## src/hw/rtl/assert_macros.svh

```systemverilog
// shared assertion macros for the rasterizer rtl
`ifndef ASSERT_MACROS_SVH
`define ASSERT_MACROS_SVH

// condition holds on every clock outside reset
`define BFR_ASSERT_ALWAYS(label, clk_sig, rst_sig, cond) \
    label: assert property (@(posedge clk_sig) disable iff (!rst_sig) (cond)) \
        else $error("assertion failed");

// antecedent implies consequent in the same cycle
`define BFR_ASSERT_IMPLY(label, clk_sig, rst_sig, ante, cons) \
    label: assert property (@(posedge clk_sig) disable iff (!rst_sig) (ante) |-> (cons)) \
        else $error("assertion failed");

`endif

```

## src/hw/rtl/bfr_pkg.sv

```systemverilog
package bfr_pkg;

    // configuration register indexes
    localparam logic [1:0] REG_ORIGIN_X    = 2'd0;
    localparam logic [1:0] REG_ORIGIN_Y    = 2'd1;
    localparam logic [1:0] REG_GLYPH_SCALE = 2'd2;
    localparam logic [1:0] REG_FILL_COLOR  = 2'd3;

    localparam int GLYPH_ROWS = 5;
    localparam int GLYPH_COLS = 3;
    localparam int GLYPH_BITS = GLYPH_ROWS * GLYPH_COLS;

    localparam int QUEUE_DEPTH = 2;
    localparam int QPTR_W      = 1;
    localparam int QCNT_W      = 2;

    // one character waiting for the pixel walker
    typedef struct packed {
        logic [GLYPH_BITS-1:0] bits;
        logic [15:0]           base_x;
        logic [3:0]            scale;
    } job_t;

    // rows given top first; row r sits at bits [3r+2:3r], leftmost column in the msb
    function automatic logic [GLYPH_BITS-1:0] rows5(
        input logic [2:0] r0,
        input logic [2:0] r1,
        input logic [2:0] r2,
        input logic [2:0] r3,
        input logic [2:0] r4
    );
        rows5 = {r4, r3, r2, r1, r0};
    endfunction

    // font rom, unknown codes draw as the blank glyph
    function automatic logic [GLYPH_BITS-1:0] glyph_bits(input logic [7:0] code);
        case (code)
            8'h30:   glyph_bits = rows5(3'd7, 3'd5, 3'd5, 3'd5, 3'd7); // 0
            8'h31:   glyph_bits = rows5(3'd2, 3'd6, 3'd2, 3'd2, 3'd7); // 1
            8'h32:   glyph_bits = rows5(3'd7, 3'd1, 3'd7, 3'd4, 3'd7); // 2
            8'h33:   glyph_bits = rows5(3'd7, 3'd1, 3'd7, 3'd1, 3'd7); // 3
            8'h34:   glyph_bits = rows5(3'd5, 3'd5, 3'd7, 3'd1, 3'd1); // 4
            8'h35:   glyph_bits = rows5(3'd7, 3'd4, 3'd7, 3'd1, 3'd7); // 5
            8'h36:   glyph_bits = rows5(3'd7, 3'd4, 3'd7, 3'd5, 3'd7); // 6
            8'h37:   glyph_bits = rows5(3'd7, 3'd1, 3'd1, 3'd1, 3'd1); // 7
            8'h38:   glyph_bits = rows5(3'd7, 3'd5, 3'd7, 3'd5, 3'd7); // 8
            8'h39:   glyph_bits = rows5(3'd7, 3'd5, 3'd7, 3'd1, 3'd7); // 9
            8'h46:   glyph_bits = rows5(3'd7, 3'd4, 3'd7, 3'd4, 3'd4); // F
            8'h50:   glyph_bits = rows5(3'd7, 3'd5, 3'd7, 3'd4, 3'd4); // P
            8'h53:   glyph_bits = rows5(3'd7, 3'd4, 3'd7, 3'd1, 3'd7); // S
            8'h2E:   glyph_bits = rows5(3'd0, 3'd0, 3'd0, 3'd0, 3'd1); // period
            default: glyph_bits = '0;
        endcase
    endfunction

endpackage

```

## src/hw/rtl/bfr_front.sv

```systemverilog
module bfr_front #(
    parameter logic [15:0] COORD_MASK = 16'hFFFF
) (
    input  logic               clk,
    input  logic               rst_n,
    input  logic               push,
    output logic               full,
    input  logic [7:0]         char_code,
    input  logic               string_start,
    input  logic [11:0]        origin_x,
    input  logic [3:0]         glyph_scale,
    input  logic               q_full,
    output logic               q_push,
    output bfr_pkg::job_t      q_job
);

    logic [15:0]                     cursor_reg;
    logic [15:0]                     cursor_next;
    logic [15:0]                     cur_x;
    logic [3:0]                      eff_scale;
    logic [bfr_pkg::GLYPH_BITS-1:0]  bits;
    logic                            accept;

    assign full      = q_full;
    assign accept    = push && !q_full;
    assign eff_scale = (glyph_scale == 4'd0) ? 4'd1 : glyph_scale;
    assign cur_x     = string_start ? ({4'd0, origin_x} & COORD_MASK) : cursor_reg;
    assign bits      = bfr_pkg::glyph_bits(char_code);

    // blank glyphs only move the cursor
    assign q_push       = accept && (bits != '0);
    assign q_job.bits   = bits;
    assign q_job.base_x = cur_x;
    assign q_job.scale  = eff_scale;

    always_comb
    begin
        cursor_next = cursor_reg;
        if (accept)
        begin
            cursor_next = (cur_x + {10'd0, eff_scale, 2'b00}) & COORD_MASK;
        end
    end

    always_ff @(posedge clk or negedge rst_n)
    begin
        if (!rst_n)
        begin
            cursor_reg <= '0;
        end
        else
        begin
            cursor_reg <= cursor_next;
        end
    end

endmodule

```

## src/hw/rtl/bfr_queue.sv

```systemverilog
`include "assert_macros.svh"

module bfr_queue (
    input  logic               clk,
    input  logic               rst_n,
    input  logic               push,
    input  bfr_pkg::job_t      push_job,
    output logic               full,
    input  logic               pop,
    output logic               empty,
    output bfr_pkg::job_t      head_job
);

    bfr_pkg::job_t                mem_reg [bfr_pkg::QUEUE_DEPTH];
    logic [bfr_pkg::QPTR_W-1:0]   wr_ptr_reg;
    logic [bfr_pkg::QPTR_W-1:0]   wr_ptr_next;
    logic [bfr_pkg::QPTR_W-1:0]   rd_ptr_reg;
    logic [bfr_pkg::QPTR_W-1:0]   rd_ptr_next;
    logic [bfr_pkg::QCNT_W-1:0]   count_reg;
    logic [bfr_pkg::QCNT_W-1:0]   count_next;
    logic                         do_push;
    logic                         do_pop;

    assign full     = (count_reg == bfr_pkg::QCNT_W'(bfr_pkg::QUEUE_DEPTH));
    assign empty    = (count_reg == '0);
    assign do_push  = push && !full;
    assign do_pop   = pop && !empty;
    assign head_job = mem_reg[rd_ptr_reg];

    always_comb
    begin
        wr_ptr_next = wr_ptr_reg;
        rd_ptr_next = rd_ptr_reg;
        count_next  = count_reg;
        if (do_push)
        begin
            wr_ptr_next = wr_ptr_reg + 1'b1;
        end
        if (do_pop)
        begin
            rd_ptr_next = rd_ptr_reg + 1'b1;
        end
        if (do_push && !do_pop)
        begin
            count_next = count_reg + 1'b1;
        end
        else if (do_pop && !do_push)
        begin
            count_next = count_reg - 1'b1;
        end
    end

    always_ff @(posedge clk or negedge rst_n)
    begin
        if (!rst_n)
        begin
            wr_ptr_reg <= '0;
            rd_ptr_reg <= '0;
            count_reg  <= '0;
        end
        else
        begin
            wr_ptr_reg <= wr_ptr_next;
            rd_ptr_reg <= rd_ptr_next;
            count_reg  <= count_next;
        end
    end

    always_ff @(posedge clk)
    begin
        if (do_push)
        begin
            mem_reg[wr_ptr_reg] <= push_job;
        end
    end

    `BFR_ASSERT_ALWAYS(a_count_in_range, clk, rst_n, count_reg <= bfr_pkg::QCNT_W'(bfr_pkg::QUEUE_DEPTH))
    `BFR_ASSERT_IMPLY(a_no_push_when_full, clk, rst_n, push, !full)

endmodule

```

## src/hw/rtl/bfr_back.sv

```systemverilog
`include "assert_macros.svh"

module bfr_back #(
    parameter logic [15:0] COORD_MASK = 16'hFFFF
) (
    input  logic               clk,
    input  logic               rst_n,
    input  logic               q_empty,
    input  bfr_pkg::job_t      q_job,
    output logic               q_pop,
    input  logic [11:0]        origin_y,
    input  logic [31:0]        fill_color,
    output logic               empty,
    input  logic               pop,
    output logic [15:0]        rect_x,
    output logic [15:0]        rect_y,
    output logic [3:0]         rect_side,
    output logic [31:0]        rect_color,
    output logic               last_rect
);

    logic                            busy_reg;
    logic                            busy_next;
    logic [bfr_pkg::GLYPH_BITS-1:0]  bits_reg;
    logic [bfr_pkg::GLYPH_BITS-1:0]  bits_next;
    logic [15:0]                     base_reg;
    logic [3:0]                      scale_reg;
    logic                            out_valid_reg;
    logic                            out_valid_next;
    logic [15:0]                     rect_x_reg;
    logic [15:0]                     rect_y_reg;
    logic [3:0]                      rect_side_reg;
    logic [31:0]                     rect_color_reg;
    logic                            last_rect_reg;

    logic                            out_free;
    logic                            emit;
    logic                            load;
    logic [2:0]                      sel_r;
    logic [1:0]                      sel_c;
    logic [bfr_pkg::GLYPH_BITS-1:0]  sel_mask;
    logic [bfr_pkg::GLYPH_BITS-1:0]  remain;
    logic [5:0]                      x_off;
    logic [6:0]                      y_off;
    logic [15:0]                     pix_x;
    logic [15:0]                     pix_y;

    // first set pixel in scan order: rows top down, columns left to right
    always_comb
    begin
        sel_r    = '0;
        sel_c    = '0;
        sel_mask = '0;
        for (int r = bfr_pkg::GLYPH_ROWS - 1; r >= 0; r--)
        begin
            for (int c = bfr_pkg::GLYPH_COLS - 1; c >= 0; c--)
            begin
                if (bits_reg[r * bfr_pkg::GLYPH_COLS + (bfr_pkg::GLYPH_COLS - 1 - c)])
                begin
                    sel_r    = 3'(r);
                    sel_c    = 2'(c);
                    sel_mask = bfr_pkg::GLYPH_BITS'(1) <<
                               (r * bfr_pkg::GLYPH_COLS + (bfr_pkg::GLYPH_COLS - 1 - c));
                end
            end
        end
    end

    assign remain = bits_reg & ~sel_mask;

    always_comb
    begin
        case (sel_c)
            2'd1:    x_off = {2'd0, scale_reg};
            2'd2:    x_off = {1'b0, scale_reg, 1'b0};
            default: x_off = '0;
        endcase
    end

    assign y_off = 7'(sel_r) * 7'(scale_reg);
    assign pix_x = (base_reg + {10'd0, x_off}) & COORD_MASK;
    assign pix_y = ({4'd0, origin_y} + {9'd0, y_off}) & COORD_MASK;

    assign out_free = !out_valid_reg || pop;
    assign emit     = busy_reg && out_free;
    assign load     = !q_empty && (!busy_reg || (emit && (remain == '0)));
    assign q_pop    = load;

    always_comb
    begin
        busy_next      = busy_reg;
        bits_next      = bits_reg;
        out_valid_next = out_valid_reg;
        if (pop)
        begin
            out_valid_next = 1'b0;
        end
        if (emit)
        begin
            out_valid_next = 1'b1;
            bits_next      = remain;
            if (remain == '0)
            begin
                busy_next = 1'b0;
            end
        end
        if (load)
        begin
            busy_next = 1'b1;
            bits_next = q_job.bits;
        end
    end

    always_ff @(posedge clk or negedge rst_n)
    begin
        if (!rst_n)
        begin
            busy_reg      <= 1'b0;
            out_valid_reg <= 1'b0;
        end
        else
        begin
            busy_reg      <= busy_next;
            out_valid_reg <= out_valid_next;
        end
    end

    always_ff @(posedge clk)
    begin
        bits_reg <= bits_next;
        if (load)
        begin
            base_reg  <= q_job.base_x;
            scale_reg <= q_job.scale;
        end
        if (emit)
        begin
            rect_x_reg     <= pix_x;
            rect_y_reg     <= pix_y;
            rect_side_reg  <= scale_reg;
            rect_color_reg <= fill_color;
            last_rect_reg  <= (remain == '0);
        end
    end

    assign empty      = !out_valid_reg;
    assign rect_x     = rect_x_reg;
    assign rect_y     = rect_y_reg;
    assign rect_side  = rect_side_reg;
    assign rect_color = rect_color_reg;
    assign last_rect  = last_rect_reg;

    `BFR_ASSERT_IMPLY(a_busy_has_pixels, clk, rst_n, busy_reg, bits_reg != '0)
    `BFR_ASSERT_IMPLY(a_side_nonzero, clk, rst_n, out_valid_reg, rect_side_reg != 4'd0)

endmodule

```

## src/hw/rtl/bitmap_font_text_rasterizer_top.sv

```systemverilog
// channel    direction  handshake              payload
// input      in         push / full            char_code, string_start
// result     out        empty / pop            rect_x, rect_y, rect_side, rect_color, last_rect
// config     in         cfg_wr_en (no wait)    cfg_index, cfg_wdata
//
// the front looks up the glyph of each accepted character and advances the cursor
// the back emits one square per cycle unless the result is stalled, one per lit pixel (1 to 13)
// blank glyphs never reach the back and only move the cursor in the front
// a two entry request queue between front and back and the result register let each side stall
// rst_n clears the cursor, the queue, the back and the config registers to their defaults
module bitmap_font_text_rasterizer_top #(
    parameter int COORD_BITS = 16
) (
    input  logic         clk,
    input  logic         rst_n,
    // input queue side
    input  logic         push,
    output logic         full,
    input  logic [7:0]   char_code,
    input  logic         string_start,
    // result queue side
    output logic         empty,
    input  logic         pop,
    output logic [15:0]  rect_x,
    output logic [15:0]  rect_y,
    output logic [3:0]   rect_side,
    output logic [31:0]  rect_color,
    output logic         last_rect,
    // configuration writes
    input  logic         cfg_wr_en,
    input  logic [1:0]   cfg_index,
    input  logic [31:0]  cfg_wdata
);

    // coordinates wrap at COORD_BITS and are reported in 16 bits
    localparam logic [15:0] COORD_MASK =
        (COORD_BITS >= 16) ? 16'hFFFF : 16'((32'd1 << COORD_BITS) - 32'd1);

    logic [11:0]     origin_x_reg;
    logic [11:0]     origin_y_reg;
    logic [3:0]      glyph_scale_reg;
    logic [31:0]     fill_color_reg;

    logic            q_push;
    logic            q_full;
    logic            q_pop;
    logic            q_empty;
    bfr_pkg::job_t   q_in_job;
    bfr_pkg::job_t   q_head_job;

    // configuration registers: write only while the block is idle; nothing enforces it
    always_ff @(posedge clk or negedge rst_n)
    begin
        if (!rst_n)
        begin
            origin_x_reg    <= 12'd0;
            origin_y_reg    <= 12'd0;
            glyph_scale_reg <= 4'd1;
            fill_color_reg  <= 32'hFFFF_FFFF;
        end
        else if (cfg_wr_en)
        begin
            case (cfg_index)
                bfr_pkg::REG_ORIGIN_X:    origin_x_reg    <= cfg_wdata[11:0];
                bfr_pkg::REG_ORIGIN_Y:    origin_y_reg    <= cfg_wdata[11:0];
                bfr_pkg::REG_GLYPH_SCALE: glyph_scale_reg <= cfg_wdata[3:0];
                bfr_pkg::REG_FILL_COLOR:  fill_color_reg  <= cfg_wdata;
                default:
                begin
                end
            endcase
        end
    end

    // front: glyph lookup, cursor tracking, blank filtering
    bfr_front #(
        .COORD_MASK (COORD_MASK)
    ) u_front (
        .clk          (clk),
        .rst_n        (rst_n),
        .push         (push),
        .full         (full),
        .char_code    (char_code),
        .string_start (string_start),
        .origin_x     (origin_x_reg),
        .glyph_scale  (glyph_scale_reg),
        .q_full       (q_full),
        .q_push       (q_push),
        .q_job        (q_in_job)
    );

    // request queue between the two halves
    bfr_queue u_queue (
        .clk      (clk),
        .rst_n    (rst_n),
        .push     (q_push),
        .push_job (q_in_job),
        .full     (q_full),
        .pop      (q_pop),
        .empty    (q_empty),
        .head_job (q_head_job)
    );

    // back: pixel walker and result register
    bfr_back #(
        .COORD_MASK (COORD_MASK)
    ) u_back (
        .clk        (clk),
        .rst_n      (rst_n),
        .q_empty    (q_empty),
        .q_job      (q_head_job),
        .q_pop      (q_pop),
        .origin_y   (origin_y_reg),
        .fill_color (fill_color_reg),
        .empty      (empty),
        .pop        (pop),
        .rect_x     (rect_x),
        .rect_y     (rect_y),
        .rect_side  (rect_side),
        .rect_color (rect_color),
        .last_rect  (last_rect)
    );

endmodule

```

## config.mk

```make
export PLATFORM = sky130hd
export DESIGN_NAME = bitmap_font_text_rasterizer_top
export DESIGN_NICKNAME = d
export VERILOG_FILES = /design/src/hw/rtl/bfr_pkg.sv /design/src/hw/rtl/bfr_front.sv /design/src/hw/rtl/bfr_queue.sv /design/src/hw/rtl/bfr_back.sv /design/src/hw/rtl/bitmap_font_text_rasterizer_top.sv
export VERILOG_INCLUDE_DIRS = /design/src /design/src/hw/rtl
export SDC_FILE = /design/constraint.sdc
export NUM_CORES = 1
export LEC_CHECK = 0
export BUFFER_PORTS_ARGS = -buffer_cell sky130_fd_sc_hd__buf_4
export CAP_MARGIN = 20
export CORE_MARGIN = 2
export CORE_UTILIZATION = 55
export CTS_CLUSTER_SIZE = 10
export DETAILED_ROUTE_END_ITERATION = 10
export PLACE_DENSITY = 0.79
export SYNTH_ARGS = -nofsm -noshare
export SYNTH_HDL_FRONTEND = slang
export SYNTH_SLANG_ARGS = --single-unit
```

## constraint.sdc

```tcl
create_clock -name clk -period 4.9 [get_ports clk]
set_clock_uncertainty 0.05 [all_clocks]
set_input_delay 0.98 -clock clk [delete_from_list [all_inputs] [get_ports clk]]
set_output_delay 0.98 -clock clk [all_outputs]
set_load 0.05 [all_outputs]
```

# Yosys cells after proc, flatten, opt, wreduce, memory -nomap -nowiden
# Memory sizes are Yosys's and may differ from the RTL's.
# Index checks and enable logic that the tools add are counted.
[totals]
register_bits = 186
ram_bits = 70
in_bits = 48
out_inout_bits = 71
word_cells = 141
n_memories = 1
[op_classes]
addsub = 7
mul = 1
n_eq_ne = 20
n_mux = 60
n_bitwise = 2
reduce_logical = 32
[mem_list]
columns = ["memory", "words", "word_bits", "rd", "rd_ports_with_merged_regs", "write_ports", "line", "rtl"]
rows = [
  ["u_queue.mem_reg", 2, 35, 1, 0, 1, "bfr_queue.sv:14", "bfr_pkg::job_t mem_reg [bfr_pkg::QUEUE_DEPTH];"],
]
[op_table]
columns = ["op", "count"]
rows = [
  ["two-way mux 15 bit", 16],
  ["case mux 15 bit (13 select lines)", 1],
  ["== test 8 x 6 -> 1 bit (second input constant)", 11],
  ["two-way mux 3 bit", 15],
  ["two-way mux 2 bit", 17],
  ["== test 8 x 7 -> 1 bit (second input constant)", 3],
  ["adder 16 x 5 -> 16 bit", 1],
  ["adder 16 x 6 -> 16 bit", 1],
  ["two-way mux 16 bit", 1],
  ["AND 15 bit", 1],
  ["logical NOT 15 bit", 1],
  ["NOT 15 bit", 1],
  ["nonzero test 15 bit", 1],
  ["adder 12 x 7 -> 13 bit", 1],
  ["two-way mux 13 bit", 1],
  ["case mux 5 bit (2 select lines)", 1],
  ["AND reduction 2 bit", 5],
  ["logical AND 1 bit", 9],
  ["== test 2 bit (second input constant)", 4],
  ["nonzero test 2 bit", 4],
  ["multiplier 3 x 4 -> 7 bit", 1],
  ["two-way mux 1 bit", 7],
  ["logical NOT 1 bit", 6],
  ["== test 2 x 1 -> 1 bit (second input constant)", 2],
  ["8 further kinds", 11],
]

# Logic depth before layout (Yosys ltp)
[logic_depth]
ltp_word = 25
mapped_depth = 19
mapped_depth_nobuf = 18

# Hierarchy
# A second synthesis with hierarchy kept.
[unflattened]
hier_cells = 781
hier_area_um2 = 11436.0
[by_module_without_submodules]
columns = ["mod", "instances", "cells_each", "area_per_inst_um2"]
rows = [
  ["bfr_back", 1, 351, 4838.4],
  ["bfr_queue", 1, 128, 2872.8],
  ["bitmap_font_text_rasterizer_top", 1, 129, 2278.4],
  ["bfr_front", 1, 173, 1446.4],
]

# Least setup slack after synthesis
# Ideal clock, no wire load.
[synth_path]
path_type = "input -> register"
startpoint = "input port pop"
endpoint = "register u_back.last_rect_reg, in the netlist u_back.last_rect (enable)"
arrival_time_ns = 3.995
t_required_ns = 4.352
slack_ns = 0.358
cell_stages = 2
n_path_buf = 0
path_cell_list = "nor2_1 -> nor2b_1"
[synth_via]
elab_chain_len = 2
[synth_rtl]
columns = ["item", "line", "rtl"]
rows = [
  ["start, declared", "bitmap_font_text_rasterizer_top.sv:23", "input logic pop,"],
  ["logical OR 1 bit", "bfr_back.sv:84", "assign out_free = !out_valid_reg || pop;"],
  ["logical AND 1 bit", "bfr_back.sv:85", "assign emit = busy_reg && out_free;"],
  ["via u_back.emit", "bfr_back.sv:37", "logic emit;"],
  ["end signal, assigned", "bfr_back.sv:142", "last_rect_reg <= (remain == '0);"],
  ["end, declared", "bfr_back.sv:34", "logic last_rect_reg;"],
]
# The timed path passes the listed nets, and every way through them passes these cells.
# A chain may end at the register's enable or synchronous reset.

# Worst setup path after layout
[layout_path]
startpoint = "register u_back.bits_reg[2] (netlist bit)"
endpoint = "register u_back.rect_y_reg[11], in the netlist u_back.rect_y[11], data pin"
[layout_via]
elab_chain_len = 3
[layout_rtl]
columns = ["item", "line", "rtl"]
rows = [
  ["start, declared", "bfr_back.sv:24", "logic [bfr_pkg::GLYPH_BITS-1:0] bits_reg;"],
  ["start signal, assigned", "bfr_back.sv:130", "bits_reg <= bits_next;"],
  ["two-way mux 3 bit", "bfr_back.sv:58", "if (bits_reg[r * bfr_pkg::GLYPH_COLS + (bfr_pkg::GLYPH_COLS - 1 - c)])"],
  ["multiplier 3 x 4 -> 7 bit", "bfr_back.sv:80", "assign y_off = 7'(sel_r) * 7'(scale_reg);"],
  ["adder 12 x 7 -> 13 bit", "bfr_back.sv:82", "assign pix_y = ({4'd0, origin_y} + {9'd0, y_off}) & COORD_MASK;"],
  ["via u_back.pix_y[11]", "bfr_back.sv:46", "logic [15:0] pix_y;"],
  ["end signal, assigned", "bfr_back.sv:139", "rect_y_reg <= pix_y;"],
  ["end, declared", "bfr_back.sv:31", "logic [15:0] rect_y_reg;"],
]
# The timed path passes the listed nets, and every way through them passes these cells.

==> results.py <==
metrics = {
    "outcome": {
        "status": "complete, no violations",
    },
    "clocking": {
        "cts_tree": "yes",
        "ctsHoldBuffers": 0,
        "post_cts_buffers": 0,
        "cts_buffer_depth": 3,
        "cts.sinks": 247,
        "cts-root-buf": "clkbuf_16",
        "h-tree-depth": 1,
        "clk_pin_slew_ns": 0.06,
        "clkLatencyLatePin_ns": 0.54,
        "cts_made_buffers": 28,
    },
    "timing": {
        "fin_crit_ns": 4.570,
        "worst_pin_slew_ns": 0.9926,
        "post-route-period-util": 0.9327,
        "tns_ns": 0,
        "max_freq_mhz": 218.8,
        "final_hold_viol_count": 0,
        "setup_viol_count_final": 0,
        "rsz0062_at_grt": "false",
        "slew_headroom": 0.3354,
        "drv_slew": 0,
    },
    "global_route": {
        "grt_usage": 0.2157,
        "grt_antenna_before_repair": 0,
        "grt_max_degree": 49,
        "overflow": 0,
        "grt_pass1_vias": 7083,
        "grt_pass1_wl_um": 37080,
    },
    "setup_path": {
        "rr_startpoint": "u_back.bits_reg[2]",
        "crit_arrival_ns": 4.81,
        "cp_max_fo": 9,
        "end_kind": "flip-flop",
        "startpoint": "u_back.bits_reg[2]",
        "required_ns": 5.14,
        "critical_path_class": "reg -> reg",
        "startpoint_type": "flip-flop",
    },
    "logic_synthesis": {
        "syn_area_um2": 11290,
        "ys_types": 61,
        "ys_seq_area_frac": 0.6244,
        "ys_warn_count": 0,
        "async_flop_share": 0.3320,
        "syn_area_per_cell_um2": 13.42,
        "synth_edf_count": 165,
        "ys.flop_type": "edfxtp_1",
        "yosys_register_bits": 247,
        "syn_inst": 841,
    },
    "route": {
        "antenna_left": 0,
        "vias": 7062,
        "drc": 0,
        "wl_um": 23220,
        "vias_per_cell": 5.632,
        "drt_iter0_markers": 476,
        "avgRoutedWirePerCell_um": 18.51,
        "firstDrtPassIters": 5,
    },
    "finish": {
        "design_area_um2": 13330,
        "syn_to_final_growth_pct": 18.04,
        "diodes": 0,
        "layout_commonest_cell": "edfxtp_1",
        "drive_above_1_share": 0.3181,
        "final.fill_count": 1465,
        "final_cell_mix": "165 x edfxtp_1, 126 x buf_4, 100 x mux2_2",
        "largest_reg_flops": 64,
        "fin_nets": 1041,
    },
    "power": {
        "ir_worst_vdd_v": 0.0003424,
        "power_density_nw_per_um2": 419.5,
        "p_leak_nw": 5.233,
    },
    "flow_run": {
        "max_cap_violations": 0,
    },
    "floorplan": {
        "ios": 119,
        "initial_utilization": 0.5597,
        "dieWidth_um": 147.3,
        "die_area_um2": 21690,
        "rows": 52,
        "fp.dieH_um": 147.3,
        "coreArea_um2": 20170,
    },
    "place": {
        "post_dp_cell_area_um2": 12490,
        "port_buffers": 115,
        "place_hpwl_um": 15930,
        "gp_congestion": 0.8570,
    },
    "worst_hold_path": {
        "min_from": "u_front.cursor_reg[2]",
        "hp-class": "reg -> reg",
    },
}
[worst max-delay path, cell delays in order, from the launching register on]
cell and delay, ns:
edfxtp_1 0.53, nor4_4 0.41, nand3_1 0.21, nor3_4 0.27
nand2_1 0.11, fa_1 0.54, inv_1 0.05, fa_1 0.50
fa_1 0.47, a21o_1 0.19, a21oi_1 0.31, o21bai_1 0.12
a21oi_1 0.28, nor2_1 0.11, xor2_1 0.16
[final cells by class]
class                      count  area [µm²]  area share
inverter                      44       165.2     0.01239
clock buffer                  50       783.3     0.05878
tap                          270       337.8     0.02535
timing repair buffer         129        1006     0.07549
sequential                   247        7048      0.5289
multi-input combinational    512        3950      0.2964
clock inverter                 2       35.03    0.002629
[worst paths after layout]
check,endpoint,slack (ns),cells past startpoint
hold / removal,u_front.cursor_reg[2],0.42,2
max in group asynchronous,fill_color_reg[10],3.42,2
setup reg to reg,u_back.rect_y[11],0.33,14
min in group asynchronous,glyph_scale_reg[1],0.44,1
hold reg to reg,u_front.cursor_reg[2],0.42,2
setup / recovery,u_back.rect_y[11],0.33,14
[per-layer routing]
| metal | vias up | part of all wire | global-route usage |
|---|---|---|---|
| met3 | 41 | 0.041 | 0.02950 |
| met2 | 194 | 0.53 | 0.3797 |
| met4 | 0 | 0.027 | 0.06683 |
| met1 | 3512 | 0.40 | 0.2800 |
| li1 | 3315 | - | - |
| met5 | - | 0 | 0 |
[synthesized netlist by cell type (all sizes together), types with 3 or more instances]
| cell type | count | share of area |
|---|---|---|
| edfxtp | 165 | 0.44 |
| mux2 | 100 | 0.10 |
| nand2 | 60 | 0.020 |
| dfrtp | 49 | 0.11 |
| o21ai | 47 | 0.021 |
| inv | 44 | 0.015 |
| nor2 | 34 | 0.011 |
| dfstp | 33 | 0.077 |
| clkbuf | 29 | 0.0096 |
| a21oi | 25 | 0.011 |
| nor3 | 24 | 0.011 |
| ha | 22 | 0.024 |
| xnor2 | 20 | 0.016 |
| xor2 | 19 | 0.015 |
| and2 | 12 | 0.0067 |
| buf | 11 | 0.0052 |
| fa | 9 | 0.016 |
| nand2b | 9 | 0.0050 |
| nor2b | 9 | 0.0050 |
| nor4b | 9 | 0.0070 |
| a21o | 8 | 0.0053 |
| nand4 | 8 | 0.0044 |
| a311oi | 7 | 0.0054 |
| mux2i | 7 | 0.0062 |
| nand3 | 7 | 0.0031 |
| nor3b | 7 | 0.0047 |
| o31ai | 7 | 0.0047 |
| or2 | 7 | 0.0039 |
| nand3b | 5 | 0.0033 |
| nor4 | 5 | 0.0041 |
| o211ai | 4 | 0.0027 |
| a211oi | 3 | 0.0020 |
| a22oi | 3 | 0.0020 |
| and3 | 3 | 0.0017 |
| o21bai | 3 | 0.0020 |
| o41ai | 3 | 0.0053 |
[where the power goes]
| part | internal (mW) | switching [mW] |
|---|---|---|
| logic | 0.395 | 0.630 |
| clock network | 1.08 | 0.791 |
| registers | 2.55 | 0.148 |
| total | 4.02 | 1.57 |
[cells by family (layout without fill, tap and decap cells)]
group           Yosys count  count (layout)  share of synthesized area
flops                   247             247                     0.6244
mux                     107             107                     0.1060
xor+xnor                 39              39                    0.03026
buf+inv                  84             225                    0.02948
other cells               1               3                  0.0003322
simple gates            206             206                    0.09621
fa+ha+maj                31              31                    0.04035
compound gates          126             126                    0.07305
[through the flow]
| step | cells | worst slack [ns] | hold WS (ns) | total power, mW | utilization |
|---|---|---|---|---|---|
| 6_report | 1254 | 0.3299 | 0.4233 | 5.590 | 0.6607 |
| 5_1_grt | 1254 | 0.02414 | 0.4601 | 5.819 | 0.6607 |
| 4_1_cts | 1254 | 0.2255 | 0.4241 | 5.629 | 0.6598 |
| 3_5_place_dp | 1202 | 0.2441 | 0.4100 | 3.752 | 0.6192 |
| 3_3_place_gp | 1202 | 0.3908 | 0.4066 | 3.708 | 0.6192 |
| 2_1_floorplan | 843 | 0.3576 | 0.3918 | 3.432 | - |
[what timing repair did]
item / in CTS / in global routing
endpoints found under the setup margin: 0 / 2
endpoints found under the hold margin: 0 / 0
gates resized for setup: 0 / 3
Note: power is estimated with default switching activity, not from simulation.
